$ cat config.mk
export PLATFORM = sky130hd
export DESIGN_NAME = ptw_csr
export DESIGN_NICKNAME = d
export VERILOG_FILES = /design/src/design/ptw_pkg.sv /design/src/design/ptw_csr.sv
export SDC_FILE = /design/constraint.sdc
export NUM_CORES = 1
export LEC_CHECK = 0
export ABC_CLOCK_PERIOD_IN_PS = 1400
export BUFFER_PORTS_ARGS = -buffer_cell sky130_fd_sc_hd__buf_2
export CAP_MARGIN = 5
export CELL_PAD_IN_SITES_DETAIL_PLACEMENT = 1
export CELL_PAD_IN_SITES_GLOBAL_PLACEMENT = 1
export CORE_ASPECT_RATIO = 2
export CORE_MARGIN = 1
export CORE_UTILIZATION = 28
export DETAILED_ROUTE_END_ITERATION = 8
export PLACE_DENSITY = 0.9
export SETUP_SLACK_MARGIN = 0.2
export SYNTH_ARGS = -nofsm -noshare
export SYNTH_HDL_FRONTEND = slang
export SYNTH_SLANG_ARGS = --single-unit
$ cat constraint.sdc
create_clock -name clock -period 1.4 [get_ports clock]
set_input_delay 0.35 -clock clock [delete_from_list [all_inputs] [get_ports clock]]
set_output_delay 0.35 -clock clock [all_outputs]
set_load 0.005 [all_outputs]
$ cat src/design/ptw_pkg.sv
// ----------------------------------------------------------------------------
// ptw_pkg
// shared types, constants and helper functions of the sv39 page table walker
// ----------------------------------------------------------------------------
package ptw_pkg;

   // default page-table memory depth in 64-bit words
   localparam int unsigned MEM_WORDS_DEF = 4096;

   // sv39 geometry
   localparam int unsigned VA_W      = 39;
   localparam int unsigned PA_W      = 56;
   localparam int unsigned PPN_W     = 44;
   localparam int unsigned PTE_W     = 64;
   localparam int unsigned PTE_SHIFT = 10;
   localparam int unsigned PG_SHIFT  = 12;
   localparam int unsigned LVL_BITS  = 9;
   localparam int unsigned ENT_ADDR_W = PPN_W + LVL_BITS;

   // csr port geometry
   localparam int unsigned CSR_ADDR_W = 4;
   localparam int unsigned CSR_DATA_W = 64;

   // register index, taken from byte address bit 3
   typedef enum logic {
      CSR_ROOT_PPN = 1'b0,
      CSR_UNUSED   = 1'b1
   } csr_idx_type;

   // item kinds
   typedef enum logic {
      REQ_WRITE = 1'b0,
      REQ_WALK  = 1'b1
   } req_kind_type;

   // walk result codes
   typedef enum logic [1:0] {
      FAULT_NONE    = 2'd0,
      FAULT_INVALID = 2'd1,
      FAULT_NO_LEAF = 2'd2,
      FAULT_RANGE   = 2'd3
   } fault_type;

   // walker control states, one-hot
   typedef enum logic [3:0] {
      ST_CLEAR = 4'b0001,
      ST_IDLE  = 4'b0010,
      ST_WALK  = 4'b0100,
      ST_HOLD  = 4'b1000
   } state_type;

   // page tree levels
   localparam logic [1:0] LVL_TOP = 2'd2;
   localparam logic [1:0] LVL_MID = 2'd1;
   localparam logic [1:0] LVL_BOT = 2'd0;

   // vpn field of the virtual address for one level
   function automatic logic [LVL_BITS-1:0] vpn_sel(input logic [VA_W-1:0] va,
                                                   input logic [1:0] lvl);
      logic [LVL_BITS-1:0] vpn;
      case (lvl)
         LVL_TOP: vpn = va[PG_SHIFT+2*LVL_BITS +: LVL_BITS];
         LVL_MID: vpn = va[PG_SHIFT+LVL_BITS +: LVL_BITS];
         default: vpn = va[PG_SHIFT +: LVL_BITS];
      endcase
      return vpn;
   endfunction

   // physical address of a leaf: pte ppn above the page offset of that level
   function automatic logic [PA_W-1:0] pa_build(input logic [PTE_W-1:0] pte,
                                                input logic [VA_W-1:0] va,
                                                input logic [1:0] lvl);
      logic [PA_W-1:0] base;
      logic [PA_W-1:0] vext;
      logic [PA_W-1:0] pmask;
      base = {pte[PTE_SHIFT +: PPN_W], {PG_SHIFT{1'b0}}};
      vext = PA_W'(va);
      case (lvl)
         LVL_TOP: pmask = (PA_W'(1) << (PG_SHIFT + 2*LVL_BITS)) - PA_W'(1);
         LVL_MID: pmask = (PA_W'(1) << (PG_SHIFT + LVL_BITS)) - PA_W'(1);
         default: pmask = (PA_W'(1) << PG_SHIFT) - PA_W'(1);
      endcase
      return (base & ~pmask) | (vext & pmask);
   endfunction

endpackage

$ cat src/design/ptw_csr.sv
// ----------------------------------------------------------------------------
// ptw_csr
// apb-style register port holding the root page number
// ----------------------------------------------------------------------------
module ptw_csr (
   input  logic                              clock,
   input  logic                              reset,
   input  logic                              psel,
   input  logic                              penable,
   input  logic                              pwrite,
   input  logic [ptw_pkg::CSR_ADDR_W-1:0]    paddr,
   input  logic [ptw_pkg::CSR_DATA_W-1:0]    pwdata,
   output logic [ptw_pkg::CSR_DATA_W-1:0]    prdata,
   output logic                              pready,
   output logic [ptw_pkg::PPN_W-1:0]         root_ppn
);

   logic [ptw_pkg::PPN_W-1:0] root_ppn_ff;
   logic [ptw_pkg::PPN_W-1:0] root_ppn_in;
   logic                      csr_wr;
   ptw_pkg::csr_idx_type      reg_idx;

   // registers sit on 8-byte strides
   assign reg_idx = ptw_pkg::csr_idx_type'(paddr[3]);
   assign csr_wr  = psel & penable & pwrite;

   always_comb begin
      root_ppn_in = root_ppn_ff;
      prdata      = '0;
      unique case (reg_idx)
         ptw_pkg::CSR_ROOT_PPN: begin
            prdata = ptw_pkg::CSR_DATA_W'(root_ppn_ff);
            if (csr_wr) begin
               root_ppn_in = pwdata[ptw_pkg::PPN_W-1:0];
            end
         end
         default: begin
            prdata = '0;
         end
      endcase
   end

   always_ff @(posedge clock) begin
      if (reset) begin
         root_ppn_ff <= '0;
      end else begin
         root_ppn_ff <= root_ppn_in;
      end
   end

   assign pready   = 1'b1;
   assign root_ppn = root_ppn_ff;

endmodule

# After elaboration in Yosys (flattened, before gate mapping)
# Cells that the tools add are included.
[classes]
reduce_logical = 1
bitwise_logic = 3
muxes = 1
[op_table]
columns = ["operator", "count"]
rows = [
  ["44-bit two-way mux", 1],
  ["1-bit AND", 2],
  ["2-bit AND reduction", 1],
  ["1-bit NOT", 1],
]
[word_totals]
register_bits = 44
output_inout_bits = 109
word_cells = 6

# Logic depth before layout (Yosys ltp)
[depth]
depth_word = 3
depth_mapped = 4

# Least setup slack after synthesis
# No wires, ideal clock.
[synth_path]
path_kind = "in2reg"
start = "input paddr[3] (netlist bit)"
end = "register root_ppn_ff, in the netlist root_ppn[0]"
setup_time_ps = 72
arrival_ps = 1054
t_required_ps = 1328
path_stages = 4
setup_slack_ps = 274
path_cell_list = "and4b_1 > buf_6 > buf_12 > mux2i_1"
[synth_via]
elab_chain_cells = 2
[synth_lines]
columns = ["item", "line_no", "text"]
rows = [
  ["start: declaration", "ptw_csr.sv:11", "input logic [ptw_pkg::CSR_ADDR_W-1:0] paddr,"],
  ["1-bit NOT (no source line)", "-", ""],
  ["2-bit AND reduction (no source line)", "-", ""],
  ["end signal: assignment", "ptw_csr.sv:47", "root_ppn_ff <= root_ppn_in;"],
  ["end: declaration", "ptw_csr.sv:18", "logic [ptw_pkg::PPN_W-1:0] root_ppn_ff;"],
]
# Every way passes these cells.
# A chain may end at the register's enable or synchronous reset.

# Worst setup path after layout
[layout_path]
start = "input paddr[3] (netlist bit)"
end = "output prdata[34] (netlist bit)"
[layout_via]
elab_chain_cells = 1
[layout_lines]
columns = ["item", "line_no", "text"]
rows = [
  ["44-bit two-way mux", "ptw_csr.sv:30", "unique case (reg_idx)"],
  ["end: declaration", "ptw_csr.sv:13", "output logic [ptw_pkg::CSR_DATA_W-1:0] prdata,"],
]
# Every way passes these cells.

==> flow_summary.json <==
{
  "grt_max_degree": 89,
  "crit_path_max_incr_delay_ns": 0.17,
  "worstPathArrival_ns": 0.94,
  "via_count": 2399,
  "crit_buf_inv": 3,
  "insertion_delay_ns": 0.28,
  "h-tree-depth": 2,
  "power_mw": 3.126,
  "pin_count": 182,
  "antenna_cells": 0,
  "grt_pass1_vias": 2371,
  "p_seq_frac": 0.417,
  "p_switching_uw": 710.0,
  "stdcell_count": 539,
  "period_minus_slack_ns": 1.290,
  "syn_avg_cell_area_um2": 9.437,
  "leakage_nw": 1.972,
  "drt_iter0_markers": 43,
  "setup_slack_ns": 0.1096,
  "powerDensity_nw_per_um2": 737.0,
  "min_path_type": "in2reg",
  "crit_path_cell_trace": "buf_16 -> clkbuf_16 -> nor2b_1 -> buf_2",
  "grt_pass1_wl_um": 11220,
  "setup.worst_path.end_class": "output port",
  "fp.dieH_um": 134.9,
  "gr-total-overflow": 0,
  "post_drt_via_cell_ratio": 4.451,
  "ctsLongestPathBuffers": 2,
  "crit_path_start_kind": "primary input",
  "place_congestion": 0.7043,
  "placed_cell_area_um2": 3141,
  "final_antenna_net_count": 0,
  "cp_top_family": "buffers and inverters",
  "fin_tns_setup_ns": 0,
  "numPortBuffers": 137,
  "netlist_area_um2": 2472,
  "ys_types": 11,
  "drt-total-wl_um": 8371,
  "p_clk_frac": 0.423,
  "ys_ff_latch": 44,
  "cts.sinks": 44,
  "mostFrequentLayoutCells": "buf_2 (115), nand2b_1 (88), mux2i_1 (44), dfxtp_2 (44), buf_6 (33)",
  "wl_per_cell_um": 15.53,
  "drive_gt1_frac": 0.6196,
  "slowest_stage": "clkbuf_16",
  "swShare": 0.2271,
  "crit_required_ns": 1.05,
  "intPower_mw": 2.416,
  "dr.pass1.iters": 4,
  "antenna_found_initial": 1,
  "worst-path-max-fanout": 8,
  "grtUsageTotal": 0.1658,
  "setup_viol": 0,
  "ys_seq_area_frac": 0.3563,
  "num_rows": 48,
  "fp.coreArea_um2": 8588,
  "rsz0062_at_grt": "true",
  "max_cap_viol_count": 0,
  "fin_area_um2": 4242,
  "dp.cells": 485,
  "status": "finished clean",
  "clk_pin_slew_worst_paths_ns": 0.07,
  "seq_area_um2": 935.9,
  "multiInputGateArea_um2": 1569,
  "crit_type": "in2out",
  "period_share": 0.9217,
  "syn_inst": 262,
  "area_growth_pct": 71.56,
  "clockRootBuffer": "clkbuf_16",
  "ir_drop_v": 0.0005602,
  "fin_skew_ns": 0,
  "combPwrFrac": 0.159,
  "initial_core_util": 0.2879,
  "drc": 0,
  "pre_cts_ws_ns": -0.08951,
  "final_nets": 511,
  "drv_slew": 0,
  "nFillCells": 965,
  "fp.dieArea_um2": 9233,
  "largest_register_ffs": 44,
  "cts_tree": "yes",
  "cts_buffers": 5,
  "final_common_cell": "buf_2",
  "die_w_um": 68.45,
  "ys_warn_count": 0,
  "fmax_mhz": 774.9,
  "hpwl_um": 5052,
  "hold_viol_final": 0
}
==> power groups by stage <==
| stage | registers [mW] | logic [mW] | clock network, mW |
|---|---|---|---|
| final | 1.30 | 0.498 | 1.32 |
| after global placement | 1.33 | 0.317 | 0 |
| after CTS | 1.30 | 0.417 | 1.37 |
| after floorplan | 1.33 | 0.227 | 0 |
| after global routing | 1.31 | 0.535 | 1.43 |
| after detailed placement | 1.33 | 0.331 | 0 |
==> tightest hold or removal path, delay by kind of cell <==
kind / cells / cell delay (ns)
buffers and inverters: 1 / 0.09
muxes: 1 / 0.06
and+or+nand+nor: 1 / 0.05
==> final timing paths <==
| check | start | end | slack (ns) | cells past startpoint |
|---|---|---|---|---|
| max reg2reg | root_ppn[23] | root_ppn[23] | 0.59 | 4 |
| min reg2reg | root_ppn[43] | root_ppn[43] | 0.48 | 2 |
| max | paddr[3] | prdata[34] | 0.11 | 4 |
| min | pwdata[13] | root_ppn[13] | 0.31 | 3 |
==> per-stage QoR <==
step | util | hold WS [ns]
finish | 0.4939 | 0.3104
global placement | 0.3657 | 0.4677
detailed placement | 0.3657 | 0.4739
CTS | 0.4327 | 0.3088
floorplan | - | 0.4734
global route | 0.4939 | 0.3177
==> final cells by class <==
class | count | share of cell area
repair buffers | 189 | 0.3413
well taps | 100 | 0.02950
flip-flops and latches | 44 | 0.2206
clock inverters | 2 | 0.008260
multi-input cells | 198 | 0.3699
clock buffers | 6 | 0.03038
==> logic make-up after synthesis <==
kind of cell,count (synthesis),share of synthesized area
other cells,2,0.003038
mux,44,0.1781
flops,44,0.3563
simple gates,133,0.3421
buf+inv,39,0.1204
==> Yosys cell counts (all sizes together) <==
library cell | number | area, um^2
nand2b | 88 | 550.5
and2b | 4 | 35.03
buf | 26 | 249.0
conb | 2 | 7.510
nor2b | 40 | 250.2
dfxtp | 44 | 880.8
mux2i | 44 | 440.4
and4b | 1 | 10.01
clkbuf | 13 | 48.80
==> what timing repair did <==
item | in CTS | in global routing
gates cloned | 4 | 1
setup buffers | 21 | 20
endpoints found under the setup margin | 45 | 59
resized for setup | 69 | 68
hold buffers | 0 | 0
==> metal layers <==
layer  track usage  routed length (um)  up-vias
met5             0                  13        -
met4       0.06829                 194        2
met3       0.03632                 439       15
met2        0.3355                5021      102
met1        0.1411                2702     1153
li1              -                   -     1127
No activity file was read; power rests on OpenSTA's default activity.
